$ cat config.mk
export PLATFORM = sky130hd
export DESIGN_NAME = normalized_edge_aware_smoother_top_flat
export DESIGN_NICKNAME = d
export VERILOG_FILES = /design/src/design/nes_pkg.sv /design/src/design/nes_if.sv /design/src/design/normalized_edge_aware_smoother_top.sv /design/src/design/nes_cfg.sv /design/src/design/nes_ctrl.sv /design/src/design/nes_datapath.sv /design/src/flat_wrapper.sv
export SDC_FILE = /design/constraint.sdc
export NUM_CORES = 2
export LEC_CHECK = 0
export BUFFER_PORTS_ARGS = -buffer_cell sky130_fd_sc_hd__buf_2
export CAP_MARGIN = 5
export CORE_MARGIN = 8
export CORE_UTILIZATION = 58
export CTS_CLUSTER_SIZE = 25
export DETAILED_ROUTE_END_ITERATION = 10
export HOLD_SLACK_MARGIN = 0.1
export PLACE_DENSITY_LB_ADDON = 0.12
export SETUP_SLACK_MARGIN = 0.3
export SLEW_MARGIN = 15
export SYNTH_ARGS = -nofsm -noshare
export SYNTH_HDL_FRONTEND = slang
export SYNTH_SLANG_ARGS = --single-unit
$ cat constraint.sdc
create_clock -name clk -period 8.9 [get_ports clk]
set_input_delay 1.78 -clock clk [delete_from_list [all_inputs] [get_ports clk]]
set_output_delay 1.78 -clock clk [all_outputs]
set_load 0.05 [all_outputs]
$ cat src/design/nes_pkg.sv
// Shared types, widths and constants of the normalized edge-aware smoother.
// Used by the interfaces, the register file, the controller and the datapath.
package nes_pkg;

  // kernel geometry
  localparam int MAX_HALF_WIDTH = 3;
  localparam int TAPS           = 2 * MAX_HALF_WIDTH + 1;

  // field widths
  localparam int SAMPLE_W = 16;
  localparam int WEIGHT_W = 16;
  localparam int HW_W     = 2;
  localparam int PROD_W   = SAMPLE_W + WEIGHT_W;
  // each product stays within 2^30 in magnitude, so TAPS of them fit here
  localparam int ACC_W    = PROD_W - 1 + $clog2(TAPS);
  localparam int SCALE_W  = WEIGHT_W + $clog2(TAPS);
  localparam int QUO_W    = SAMPLE_W;
  localparam int BIT_W    = $clog2(QUO_W);
  localparam int CNT_W    = $clog2(TAPS + 1);
  localparam int TAP_W    = $clog2(TAPS);

  // configuration port
  localparam int CFG_AW = 5;
  localparam int CFG_DW = 32;

  // result limits
  localparam logic signed [SAMPLE_W-1:0] SMP_MAX = {1'b0, {(SAMPLE_W-1){1'b1}}};
  localparam logic signed [SAMPLE_W-1:0] SMP_MIN = {1'b1, {(SAMPLE_W-1){1'b0}}};

  // register reset values: unit weight (1.0 in Q4.12) on the three middle taps
  localparam logic [HW_W-1:0]     HW_RESET    = 2'd1;
  localparam logic [WEIGHT_W-1:0] WEIGHT_UNIT = 16'd4096;

  // register indexes, byte address divided by four
  typedef enum logic [2:0] {
    REG_HALF_WIDTH,
    REG_W_M3,
    REG_W_M2,
    REG_W_M1,
    REG_W_C,
    REG_W_P1,
    REG_W_P2,
    REG_W_P3
  } reg_idx_t;

  typedef logic [TAPS-1:0][WEIGHT_W-1:0] weight_vec_t;

  // live configuration seen by the datapath; weight[0] is the leftmost tap
  typedef struct packed {
    logic [HW_W-1:0] half_width;
    weight_vec_t     weight;
  } cfg_t;

  // controller to datapath
  typedef struct packed {
    logic load;
    logic mac_start;
    logic mac_step;
    logic div_start;
    logic div_step;
    logic emit;
    logic next_c;
    logic clear;
  } cmd_t;

  // datapath to controller
  typedef struct packed {
    logic pending;
    logic tap_last;
    logic div_last;
    logic out_free;
    logic more;
    logic last;
  } sts_t;

  typedef enum logic [2:0] {
    S_IDLE,
    S_PLAN,
    S_MAC,
    S_DRAIN,
    S_DINIT,
    S_DIV,
    S_EMIT
  } state_t;

  // reset kernel: unit weight on the centre and its two direct neighbours
  function automatic weight_vec_t weight_reset();
    weight_vec_t v;
    for (int i = 0; i < TAPS; i++) begin
      if (i >= MAX_HALF_WIDTH - 1 && i <= MAX_HALF_WIDTH + 1) begin
        v[i] = WEIGHT_UNIT;
      end else begin
        v[i] = '0;
      end
    end
    return v;
  endfunction

endpackage

$ cat src/design/nes_if.sv
// Valid/ready channels of the smoother: trace samples in, smoothed words out.
// Payload widths come from nes_pkg.
interface nes_in_if;
  logic                                  valid;
  logic                                  ready;
  logic signed [nes_pkg::SAMPLE_W-1:0]   sample;
  logic                                  trace_end;

  modport source(output valid, sample, trace_end, input ready);
  modport sink(input valid, sample, trace_end, output ready);
endinterface

interface nes_out_if;
  logic                                  valid;
  logic                                  ready;
  logic signed [nes_pkg::SAMPLE_W-1:0]   smoothed;
  logic                                  zero_weight;
  logic                                  trace_done;

  modport source(output valid, smoothed, zero_weight, trace_done, input ready);
  modport sink(input valid, smoothed, zero_weight, trace_done, output ready);
endinterface

$ cat src/design/normalized_edge_aware_smoother_top.sv
// Normalized edge-aware smoother: each word in is one trace sample, each word out the
// renormalized kernel average of a sample, released once its right-hand neighbours
// arrive; a sample marked trace_end flushes the pending results, oldest first. Every
// result passes one multiplier shared over the taps, then a 16-step restoring divider,
// before it is loaded into the output; each extra result of a flush repeats both, and a
// sample that releases nothing only passes the planning step. Input is taken only
// between results, in the cycle after the last result of a sample at the earliest,
// while a finished word may still wait at the output; a new sample is thus not taken
// before all results of the previous one are loaded.
// Registers lie at byte address 4*index: half width, then weights -3 to +3 in Q4.12.
module normalized_edge_aware_smoother_top (
  input  logic                       clk,
  input  logic                       rst_n,
  nes_in_if.sink                     in_if,
  nes_out_if.source                  out_if,
  input  logic                       psel,
  input  logic                       penable,
  input  logic                       pwrite,
  input  logic [nes_pkg::CFG_AW-1:0] paddr,
  input  logic [nes_pkg::CFG_DW-1:0] pwdata,
  output logic [nes_pkg::CFG_DW-1:0] prdata,
  output logic                       pready
);

  nes_pkg::cfg_t cfg;
  nes_pkg::cmd_t cmd;
  nes_pkg::sts_t sts;

  nes_cfg u_cfg (
    .clk     (clk),
    .rst_n   (rst_n),
    .psel    (psel),
    .penable (penable),
    .pwrite  (pwrite),
    .paddr   (paddr),
    .pwdata  (pwdata),
    .prdata  (prdata),
    .pready  (pready),
    .cfg     (cfg)
  );

  nes_ctrl u_ctrl (
    .clk      (clk),
    .rst_n    (rst_n),
    .in_valid (in_if.valid),
    .in_ready (in_if.ready),
    .sts      (sts),
    .cmd      (cmd)
  );

  nes_datapath u_dp (
    .clk             (clk),
    .rst_n           (rst_n),
    .cfg             (cfg),
    .cmd             (cmd),
    .sts             (sts),
    .in_sample       (in_if.sample),
    .in_trace_end    (in_if.trace_end),
    .out_ready       (out_if.ready),
    .out_valid       (out_if.valid),
    .out_smoothed    (out_if.smoothed),
    .out_zero_weight (out_if.zero_weight),
    .out_trace_done  (out_if.trace_done)
  );

endmodule

$ cat src/design/nes_cfg.sv
// APB-style register file: half width and the seven Q4.12 kernel weights.
// Depends on nes_pkg for the register map and reset values.
module nes_cfg (
  input  logic                       clk,
  input  logic                       rst_n,
  input  logic                       psel,
  input  logic                       penable,
  input  logic                       pwrite,
  input  logic [nes_pkg::CFG_AW-1:0] paddr,
  input  logic [nes_pkg::CFG_DW-1:0] pwdata,
  output logic [nes_pkg::CFG_DW-1:0] prdata,
  output logic                       pready,
  output nes_pkg::cfg_t              cfg
);

  logic [nes_pkg::HW_W-1:0] hw_r;
  nes_pkg::weight_vec_t     weight_r;
  nes_pkg::reg_idx_t        idx;
  logic                     wr_en;

  assign idx    = nes_pkg::reg_idx_t'(paddr[nes_pkg::CFG_AW-1:2]);
  assign wr_en  = psel && penable && pwrite;
  assign pready = 1'b1;

  // write registers on the access cycle
  always_ff @(posedge clk) begin
    if (!rst_n) begin
      hw_r     <= nes_pkg::HW_RESET;
      weight_r <= nes_pkg::weight_reset();
    end else if (wr_en) begin
      unique case (idx)
        nes_pkg::REG_HALF_WIDTH: hw_r <= pwdata[nes_pkg::HW_W-1:0];
        default: weight_r[idx - nes_pkg::REG_W_M3] <= pwdata[nes_pkg::WEIGHT_W-1:0];
      endcase
    end
  end

  // read back; weights come back sign extended
  always_comb begin
    unique case (idx)
      nes_pkg::REG_HALF_WIDTH: prdata = nes_pkg::CFG_DW'(hw_r);
      default: prdata = nes_pkg::CFG_DW'($signed(weight_r[idx - nes_pkg::REG_W_M3]));
    endcase
  end

  // cap the half width at the kernel size
  assign cfg.half_width = (hw_r > nes_pkg::HW_W'(nes_pkg::MAX_HALF_WIDTH))
                        ? nes_pkg::HW_W'(nes_pkg::MAX_HALF_WIDTH) : hw_r;
  assign cfg.weight     = weight_r;

endmodule

$ cat src/design/nes_ctrl.sv
// Sequencer of the smoother: accept a word, then per result run the
// multiply-accumulate, the divider and the output load. Depends on nes_pkg.
module nes_ctrl (
  input  logic              clk,
  input  logic              rst_n,
  input  logic              in_valid,
  output logic              in_ready,
  input  nes_pkg::sts_t     sts,
  output nes_pkg::cmd_t     cmd
);

  nes_pkg::state_t state_r, state_nxt;

  always_ff @(posedge clk) begin
    if (!rst_n) begin
      state_r <= nes_pkg::S_IDLE;
    end else begin
      state_r <= state_nxt;
    end
  end

  // next state
  always_comb begin
    state_nxt = state_r;
    unique case (state_r)
      nes_pkg::S_IDLE: begin
        if (in_valid) state_nxt = nes_pkg::S_PLAN;
      end
      nes_pkg::S_PLAN: begin
        state_nxt = sts.pending ? nes_pkg::S_MAC : nes_pkg::S_IDLE;
      end
      nes_pkg::S_MAC: begin
        if (sts.tap_last) state_nxt = nes_pkg::S_DRAIN;
      end
      nes_pkg::S_DRAIN: state_nxt = nes_pkg::S_DINIT;
      nes_pkg::S_DINIT: state_nxt = nes_pkg::S_DIV;
      nes_pkg::S_DIV: begin
        if (sts.div_last) state_nxt = nes_pkg::S_EMIT;
      end
      nes_pkg::S_EMIT: begin
        if (sts.out_free) state_nxt = sts.more ? nes_pkg::S_MAC : nes_pkg::S_IDLE;
      end
      default: state_nxt = nes_pkg::S_IDLE;
    endcase
  end

  // commands
  always_comb begin
    cmd      = '0;
    in_ready = 1'b0;
    unique case (state_r)
      nes_pkg::S_IDLE: begin
        in_ready = 1'b1;
        cmd.load = in_valid;
      end
      nes_pkg::S_PLAN:  cmd.mac_start = sts.pending;
      nes_pkg::S_MAC:   cmd.mac_step  = 1'b1;
      nes_pkg::S_DRAIN: ;
      nes_pkg::S_DINIT: cmd.div_start = 1'b1;
      nes_pkg::S_DIV:   cmd.div_step  = 1'b1;
      nes_pkg::S_EMIT: begin
        if (sts.out_free) begin
          cmd.emit      = 1'b1;
          cmd.next_c    = sts.more;
          cmd.mac_start = sts.more;
          cmd.clear     = !sts.more && sts.last;
        end
      end
      default: ;
    endcase
  end

  // a word taken always leads to the planning step
  a_load_plan: assert property (@(posedge clk) disable iff (!rst_n)
    cmd.load |=> state_r == nes_pkg::S_PLAN)
    else $error("accepted word did not move to planning");

  // the divider runs out only into the output step
  a_div_emit: assert property (@(posedge clk) disable iff (!rst_n)
    (state_r == nes_pkg::S_DIV && sts.div_last) |=> state_r == nes_pkg::S_EMIT)
    else $error("divider finished without output step");

endmodule

$ cat src/design/nes_datapath.sv
// Datapath of the smoother: sample window, one shared multiplier with its
// accumulators, a 16-step restoring divider and the output register. Uses nes_pkg.
module nes_datapath (
  input  logic                                clk,
  input  logic                                rst_n,
  input  nes_pkg::cfg_t                       cfg,
  input  nes_pkg::cmd_t                       cmd,
  output nes_pkg::sts_t                       sts,
  input  logic signed [nes_pkg::SAMPLE_W-1:0] in_sample,
  input  logic                                in_trace_end,
  input  logic                                out_ready,
  output logic                                out_valid,
  output logic signed [nes_pkg::SAMPLE_W-1:0] out_smoothed,
  output logic                                out_zero_weight,
  output logic                                out_trace_done
);

  localparam int CNT_W = nes_pkg::CNT_W;
  localparam int TAP_W = nes_pkg::TAP_W;
  localparam int HW_W  = nes_pkg::HW_W;
  localparam int IDX_W = CNT_W + 2;
  localparam int ACC_W = nes_pkg::ACC_W;
  localparam int SCL_W = nes_pkg::SCALE_W;
  localparam int QUO_W = nes_pkg::QUO_W;
  localparam int SAT_W = SCL_W + QUO_W;

  // window, newest at index 0; entries past the count are never read
  logic signed [nes_pkg::SAMPLE_W-1:0] win_r [nes_pkg::TAPS];
  logic [CNT_W-1:0]                    cnt_r;
  logic                                last_r;
  logic [HW_W-1:0]                     c_r;
  logic [TAP_W-1:0]                    tap_r;

  logic signed [nes_pkg::PROD_W-1:0]   prod_r;
  logic signed [nes_pkg::WEIGHT_W-1:0] wsel_r;
  logic                                prod_vld_r;
  logic signed [ACC_W-1:0]             acc_r;
  logic signed [SCL_W-1:0]             scale_r;

  logic [ACC_W-1:0]                    rem_r;
  logic [ACC_W-1:0]                    dsr_r;
  logic [QUO_W-1:0]                    quo_r;
  logic [nes_pkg::BIT_W-1:0]           bit_r;
  logic                                neg_r;
  logic                                sat_r;
  logic                                zero_r;

  logic                                out_valid_r;
  logic signed [nes_pkg::SAMPLE_W-1:0] smoothed_r;
  logic                                zero_out_r;
  logic                                done_out_r;

  logic [HW_W-1:0]                     hw;
  logic [CNT_W-1:0]                    n_new;
  logic [CNT_W-1:0]                    n_m1;
  logic [HW_W-1:0]                     c_load;
  logic signed [IDX_W-1:0]             idx_s;
  logic                                tap_ok;
  logic [TAP_W-1:0]                    idx;
  logic [TAP_W-1:0]                    widx;
  logic signed [nes_pkg::SAMPLE_W-1:0] samp;
  logic signed [nes_pkg::WEIGHT_W-1:0] wgt;
  logic signed [nes_pkg::PROD_W-1:0]   prod_c;
  logic [ACC_W-1:0]                    acc_abs;
  logic [SCL_W-1:0]                    scale_abs;
  logic                                sat_c;
  logic                                ge;
  logic signed [nes_pkg::SAMPLE_W-1:0] result;

  assign hw = cfg.half_width;

  // count after this word and the first centre to emit
  always_comb begin
    n_new  = (cnt_r < CNT_W'(nes_pkg::TAPS)) ? cnt_r + 1'b1 : cnt_r;
    n_m1   = n_new - 1'b1;
    c_load = hw;
    if (in_trace_end && n_m1 < CNT_W'(hw)) c_load = n_m1[HW_W-1:0];
  end

  // shift in a word
  always_ff @(posedge clk) begin
    if (cmd.load) begin
      win_r[0] <= in_sample;
      for (int i = 1; i < nes_pkg::TAPS; i++) win_r[i] <= win_r[i-1];
    end
  end

  always_ff @(posedge clk) begin
    if (!rst_n) begin
      cnt_r  <= '0;
      last_r <= 1'b0;
      c_r    <= '0;
    end else begin
      if (cmd.load) begin
        cnt_r  <= n_new;
        last_r <= in_trace_end;
        c_r    <= c_load;
      end else begin
        if (cmd.clear)  cnt_r <= '0;
        if (cmd.next_c) c_r   <= c_r - 1'b1;
      end
    end
  end

  // tap select: window index is c + hw - d, valid when inside the trace
  always_comb begin
    idx_s  = $signed(IDX_W'(c_r)) + $signed(IDX_W'(hw)) - $signed(IDX_W'(tap_r));
    tap_ok = !idx_s[IDX_W-1] && (idx_s[IDX_W-2:0] < (IDX_W-1)'(cnt_r));
    idx    = idx_s[TAP_W-1:0];
    widx   = tap_r + TAP_W'(nes_pkg::MAX_HALF_WIDTH) - TAP_W'(hw);
    samp   = tap_ok ? win_r[idx] : '0;
    wgt    = tap_ok ? $signed(cfg.weight[widx]) : '0;
    prod_c = wgt * samp;
  end

  // tap counter and product register
  always_ff @(posedge clk) begin
    if (!rst_n) begin
      tap_r      <= '0;
      prod_vld_r <= 1'b0;
    end else begin
      prod_vld_r <= cmd.mac_step;
      if (cmd.mac_start)     tap_r <= '0;
      else if (cmd.mac_step) tap_r <= tap_r + 1'b1;
    end
  end

  always_ff @(posedge clk) begin
    if (cmd.mac_step) begin
      prod_r <= prod_c;
      wsel_r <= wgt;
    end
  end

  // accumulate weighted sum and weight sum one stage behind the multiplier
  always_ff @(posedge clk) begin
    if (cmd.mac_start) begin
      acc_r   <= '0;
      scale_r <= '0;
    end else if (prod_vld_r) begin
      acc_r   <= acc_r + ACC_W'(prod_r);
      scale_r <= scale_r + SCL_W'(wsel_r);
    end
  end

  // divider setup: magnitudes, sign and early saturation
  always_comb begin
    acc_abs   = acc_r[ACC_W-1] ? ACC_W'(-acc_r) : ACC_W'(acc_r);
    scale_abs = scale_r[SCL_W-1] ? SCL_W'(-scale_r) : SCL_W'(scale_r);
    sat_c     = SAT_W'(acc_abs) >= SAT_W'({scale_abs, {QUO_W{1'b0}}});
    ge        = rem_r >= dsr_r;
  end

  always_ff @(posedge clk) begin
    if (!rst_n) begin
      bit_r <= '0;
    end else if (cmd.div_start) begin
      bit_r <= nes_pkg::BIT_W'(QUO_W - 1);
    end else if (cmd.div_step) begin
      bit_r <= bit_r - 1'b1;
    end
  end

  // restoring division, one quotient bit per step
  always_ff @(posedge clk) begin
    if (cmd.div_start) begin
      rem_r  <= acc_abs;
      dsr_r  <= ACC_W'({scale_abs, {(QUO_W-1){1'b0}}});
      quo_r  <= '0;
      neg_r  <= acc_r[ACC_W-1] ^ scale_r[SCL_W-1];
      sat_r  <= sat_c;
      zero_r <= (scale_r == '0);
    end else if (cmd.div_step) begin
      if (ge) rem_r <= rem_r - dsr_r;
      dsr_r <= dsr_r >> 1;
      quo_r <= {quo_r[QUO_W-2:0], ge};
    end
  end

  // sign and saturate the quotient
  always_comb begin
    priority if (zero_r) begin
      result = '0;
    end else if (sat_r) begin
      result = neg_r ? nes_pkg::SMP_MIN : nes_pkg::SMP_MAX;
    end else if (!neg_r) begin
      result = quo_r[QUO_W-1] ? nes_pkg::SMP_MAX : $signed(quo_r);
    end else begin
      result = (quo_r > QUO_W'(nes_pkg::SMP_MIN)) ? nes_pkg::SMP_MIN
             : $signed(~quo_r + 1'b1);
    end
  end

  // output register; hold until taken
  always_ff @(posedge clk) begin
    if (!rst_n) begin
      out_valid_r <= 1'b0;
    end else if (cmd.emit) begin
      out_valid_r <= 1'b1;
    end else if (out_ready) begin
      out_valid_r <= 1'b0;
    end
  end

  always_ff @(posedge clk) begin
    if (cmd.emit) begin
      smoothed_r <= result;
      zero_out_r <= zero_r;
      done_out_r <= last_r && (c_r == '0);
    end
  end

  assign out_valid       = out_valid_r;
  assign out_smoothed    = smoothed_r;
  assign out_zero_weight = zero_out_r;
  assign out_trace_done  = done_out_r;

  // status to the controller
  assign sts.pending  = last_r || (cnt_r > CNT_W'(hw));
  assign sts.tap_last = (tap_r == TAP_W'({hw, 1'b0}));
  assign sts.div_last = (bit_r == '0);
  assign sts.out_free = !out_valid_r || out_ready;
  assign sts.more     = last_r && (c_r != '0);
  assign sts.last     = last_r;

  // never overwrite a word still waiting at the output
  a_no_overwrite: assert property (@(posedge clk) disable iff (!rst_n)
    cmd.emit |-> (!out_valid_r || out_ready))
    else $error("output word overwritten");

  // trace end leaves an empty window count
  a_clear_count: assert property (@(posedge clk) disable iff (!rst_n)
    cmd.clear |=> cnt_r == '0)
    else $error("count not cleared at trace end");

  // a loaded result shows up as valid
  a_emit_valid: assert property (@(posedge clk) disable iff (!rst_n)
    cmd.emit |=> out_valid_r)
    else $error("emitted word not valid");

endmodule
$ cat src/flat_wrapper.sv
// flat-port wrapper written by rule: the top's interface ports become plain ports
module normalized_edge_aware_smoother_top_flat 
  (clk, rst_n, psel, penable, pwrite, paddr, pwdata, prdata, pready, in_if_valid, in_if_sample, in_if_trace_end, in_if_ready, out_if_valid, out_if_smoothed, out_if_zero_weight, out_if_trace_done, out_if_ready);
  nes_in_if in_if_i ();
  nes_out_if out_if_i ();
  input  logic clk;
  input  logic rst_n;
  input  logic psel;
  input  logic penable;
  input  logic pwrite;
  input  logic [nes_pkg::CFG_AW-1:0] paddr;
  input  logic [nes_pkg::CFG_DW-1:0] pwdata;
  output logic [nes_pkg::CFG_DW-1:0] prdata;
  output logic pready;
  input wire logic [$bits(in_if_i.valid)-1:0] in_if_valid;
  input wire logic [$bits(in_if_i.sample)-1:0] in_if_sample;
  input wire logic [$bits(in_if_i.trace_end)-1:0] in_if_trace_end;
  output wire logic [$bits(in_if_i.ready)-1:0] in_if_ready;
  output wire logic [$bits(out_if_i.valid)-1:0] out_if_valid;
  output wire logic [$bits(out_if_i.smoothed)-1:0] out_if_smoothed;
  output wire logic [$bits(out_if_i.zero_weight)-1:0] out_if_zero_weight;
  output wire logic [$bits(out_if_i.trace_done)-1:0] out_if_trace_done;
  input wire logic [$bits(out_if_i.ready)-1:0] out_if_ready;
  assign in_if_i.valid = in_if_valid;
  assign in_if_i.sample = in_if_sample;
  assign in_if_i.trace_end = in_if_trace_end;
  assign in_if_ready = in_if_i.ready;
  assign out_if_valid = out_if_i.valid;
  assign out_if_smoothed = out_if_i.smoothed;
  assign out_if_zero_weight = out_if_i.zero_weight;
  assign out_if_trace_done = out_if_i.trace_done;
  assign out_if_i.ready = out_if_ready;
  normalized_edge_aware_smoother_top u_core (.clk(clk), .rst_n(rst_n), .in_if(in_if_i), .out_if(out_if_i), .psel(psel), .penable(penable), .pwrite(pwrite), .paddr(paddr), .pwdata(pwdata), .prdata(prdata), .pready(pready));
endmodule
==> impl_metrics.env <==
export IMPL_die_area_um2=67600
export IMPL_finalSetupViolCount=0
export IMPL_fin_hold_ws_ps=446
export IMPL_via_per_inst=5.85
export IMPL_core_area_um2=58900
export IMPL_dp_hpwl_um=66800
export IMPL_p_leak_uw=0.0169
export IMPL_cpPeakStageDelay_ps=590
export IMPL_rr_startpoint="u_core.u_cfg.hw_r[1]$_SDFFE_PN0P_"
export IMPL_layout_drive_gt1_share=0.133
export IMPL_detail_route_antenna_nets=0
export IMPL_rrSetupSlack_ps=370
export IMPL_hp_class="register to register"
export IMPL_hold_start="u_core.u_dp.win_r[3][14]$_DFFE_PP_"
export IMPL_grt_max_degree=131
export IMPL_num_vias=27231
export IMPL_fmaxAchievable_ghz=0.117
export IMPL_tightest_slew_ps=1180
export IMPL_r2r_end="u_core.u_dp.prod_r[30]$_DFFE_PP_"
export IMPL_final_setup_tns_ps=0
export IMPL_first_global_vias=27570
export IMPL_crit_top_cell="fa_2"
export IMPL_n_fill_cell=4742
export IMPL_hold_violations=0
export IMPL_synth_area_per_cell_um2=9.27
export IMPL_routed_wl_um=90700
export IMPL_min_path_cells=0
export IMPL_p_switching_uw=3480
export IMPL_ios=114
export IMPL_cap_viol_max_count=0
export IMPL_gr_total_overflow=0
export IMPL_grt_setup_unrepaired="true"
export IMPL_ys_seq_area_frac=0.329
export IMPL_r2r_cells=35
export IMPL_cp_arrival_ps=8860
export IMPL_p_seq_frac=0.316
export IMPL_first_pass_iters=6
export IMPL_switching_share=0.395
export IMPL_clkPwrFrac=0.233
export IMPL_n_antenna_cell=0
export IMPL_dieHeight_um=260
export IMPL_clk_path_buf_depth=3
export IMPL_peakVddDrop_mv=0.196
export IMPL_clkSinkCount=450
export IMPL_synth_cell_types=86
export IMPL_grt_pass1_wl_um=144000
export IMPL_async_flop_share=0
export IMPL_period_share=0.958
export IMPL_antenna_found_initial=0
export IMPL_synth_ff_type="edfxtp_1"
export IMPL_crit_path_end_kind="register"
export IMPL_synth_edff_count=234
export IMPL_fin_crit_ps=8530
export IMPL_pre_cts_ws_ps=186
export IMPL_power_internal_uw=5320
export IMPL_crit_slowest_cell="fa_2"
export IMPL_gp_congestion=0.943
export IMPL_cts_root_buf="clkbuf_16"
export IMPL_start_util=0.586
export IMPL_grt_usage=0.264
export IMPL_clk_latency_ps=590
export IMPL_setup_worst_path_start_class="register"
export IMPL_status="finished, final reports clean"
export IMPL_portBuffers=94
export IMPL_comb_power_share=0.451
export IMPL_slew_viol_final=0
export IMPL_slew_headroom=0.213
export IMPL_mappedNetlistNets=4259
export IMPL_fin_skew_ps=23.2
export IMPL_final_setup_worst_slack_ps=373
export IMPL_worstHoldEndpoint="u_core.u_dp.win_r[4][14]$_DFFE_PP_"
export IMPL_drc_errors=0
export IMPL_row_count=89
export IMPL_layout_nets=4372
export IMPL_required_ps=9230
export IMPL_synth_seq_cells=450
export IMPL_drt_initial_drc_count=2216
export IMPL_syn_area_um2=34500
export IMPL_wl_per_cell_um=19.5
export IMPL_cts_inserted_buffers=52
export IMPL_synth_warnings=0
export IMPL_syn_inst=3725
export IMPL_cts_tree="built"
export IMPL_critical_path_peak_fanout=6
export IMPL_dieWidth_um=260
export IMPL_clk_pin_slew_worst_paths_ps=60
export IMPL_p_per_area_nw_per_um2=227
export IMPL_h_tree_depth=2
export IMPL_syn_to_final_growth_pct=12.3
export IMPL_crit_type="register to register"
==> worst max-delay path: cells and delay by family, from the launching register on <==
family | cells | cell delay (ps)
DFF | 1 | 350
and+or+nand+nor | 5 | 740
buffers and inverters | 13 | 1210
xor gates and xnor gates | 2 | 310
AOI/OAI and AO/OA | 5 | 1170
adders and majority gates | 10 | 4490
==> repair_timing <==
item / CTS / global route
buffers inserted: 3 / 40
pin swaps: 2 / 79
resized for setup: 9 / 135
cloned: 1 / 1
hold buffers: 0 / 0
endpoints found under the setup margin: 5 / 12
==> logic make-up after synthesis <==
logic type / count (synthesis) / share of synthesized area
compound gates: 723 / 0.134
xor+xnor: 170 / 0.0431
flops: 450 / 0.329
buf+inv: 574 / 0.0648
fa+ha+maj: 473 / 0.229
mux: 112 / 0.0466
simple gates: 1222 / 0.153
other cells: 1 / 0.000109
==> power groups by stage <==
stage,logic [µW],registers [µW],clock network (µW)
floorplan,2860,2710,0
global placement,3620,2800,0
detailed placement,3750,2820,0
CTS,3810,2780,2090
global route,4390,2820,2160
finish,3960,2780,2050
==> registers in the layout (all words and copies together) (netlist names) <==
signal and flops:
u_core.u_cfg.cfg 112, u_core.u_dp.win_r 112, u_core.u_dp.acc_r 34, u_core.u_dp.dsr_r 34
u_core.u_dp.rem_r 34, u_core.u_dp.prod_r 32, u_core.u_dp.scale_r 19, u_core.u_dp.out_smoothed 16
u_core.u_dp.quo_r 16, u_core.u_dp.wsel_r 16, u_core.u_dp.bit_r 4, u_core.u_ctrl.state_r 3
u_core.u_dp.cnt_r 3, u_core.u_dp.tap_r 3, u_core.u_cfg.hw_r 2, u_core.u_dp.c_r 2
u_core.u_dp.last_r 1, u_core.u_dp.neg_r 1, u_core.u_dp.out_trace_done 1, u_core.u_dp.out_valid 1
u_core.u_dp.out_zero_weight 1, u_core.u_dp.prod_vld_r 1, u_core.u_dp.sat_r 1, u_core.u_dp.zero_r 1
==> layer usage <==
| metal | global-route usage | routed length, µm | part of all wire | up-vias |
|---|---|---|---|---|
| li1 | - | - | - | 12791 |
| met1 | 0.345 | 38200 | 0.42 | 13247 |
| met2 | 0.443 | 43400 | 0.48 | 983 |
| met3 | 0.0343 | 5590 | 0.062 | 210 |
| met5 | 0 | 0 | 0 | - |
| met4 | 0.104 | 3500 | 0.039 | 0 |
==> how the worst max path moves through the flow <==
| stage | cells after the start | slack, ps | from | to |
|---|---|---|---|---|
| finish | 35 | 370 | u_core.u_cfg.hw_r[1]$_SDFFE_PN0P_ | u_core.u_dp.prod_r[30]$_DFFE_PP_ |
| global route | 36 | 60 | u_core.u_cfg.hw_r[1]$_SDFFE_PN0P_ | u_core.u_dp.prod_r[31]$_DFFE_PP_ |
| CTS | 35 | 290 | u_core.u_dp.c_r[1]$_SDFFE_PN0P_ | u_core.u_dp.prod_r[30]$_DFFE_PP_ |
| detailed placement | 34 | 190 | u_core.u_cfg.hw_r[0]$_SDFFE_PN1P_ | u_core.u_dp.prod_r[30]$_DFFE_PP_ |
| global placement | 35 | 310 | u_core.u_cfg.hw_r[0]$_SDFFE_PN1P_ | u_core.u_dp.prod_r[30]$_DFFE_PP_ |
| floorplan | 35 | 300 | u_core.u_cfg.hw_r[0]$_SDFFE_PN1P_ | u_core.u_dp.prod_r[30]$_DFFE_PP_ |
==> through the flow <==
step                      cells  total power [µW]  instance area (µm²)  utilization
after floorplan            3725              5560                34700            -
after global placement     4511              6420                36200        0.615
after detailed placement   4512              6570                36300        0.616
after CTS                  4610              8670                38000        0.645
after global routing       4651              9370                38800        0.658
final                      4651              8800                38800        0.658
==> placed cells by master (no fill, tap or decap), types with 35 or more instances in the layout <==
master,instances
nand2_1,503
mux2i_1,72
a21o_1,48
a21boi_0,99
nand3_1,72
dfxtp_1,211
buf_4,113
a21oi_1,230
xnor2_1,99
o21ai_0,114
clkbuf_16,54
inv_1,368
mux4_2,39
nand2b_1,35
fa_1,255
xor2_1,67
nor2_1,391
ha_1,194
edfxtp_1,234
buf_2,94
==> area by class of cell <==
class	instances	area, µm²	share of cell area
clock buffers	67	1440	0.0371
inverters	397	1540	0.0396
well taps	773	967	0.0249
clock inverters	27	194	0.00500
multi-input cells	2701	21500	0.555
flip-flops and latches	450	11400	0.293
repair buffers	236	1770	0.0456
==> cells in the mapped netlist (all sizes together), types with 18 or more instances <==
master | number | share of area
dfxtp | 216 | 0.13
a211oi | 29 | 0.0063
a21o | 48 | 0.010
nand2 | 518 | 0.056
nor3 | 38 | 0.0057
clkbuf | 137 | 0.015
xnor2 | 102 | 0.026
a31oi | 23 | 0.0042
inv | 393 | 0.043
mux4 | 39 | 0.025
nor2b | 25 | 0.0045
o21ai | 130 | 0.019
mux2i | 72 | 0.021
edfxtp | 234 | 0.20
a21oi | 238 | 0.035
ha | 206 | 0.075
or3 | 22 | 0.0041
buf | 40 | 0.0067
nand2b | 41 | 0.0076
fa | 267 | 0.15
xor2 | 68 | 0.017
nor2 | 405 | 0.044
o21a | 20 | 0.0043
o21bai | 18 | 0.0039
nand3 | 72 | 0.010
a21boi | 115 | 0.025
No activity file was read; power rests on OpenSTA's default activity.
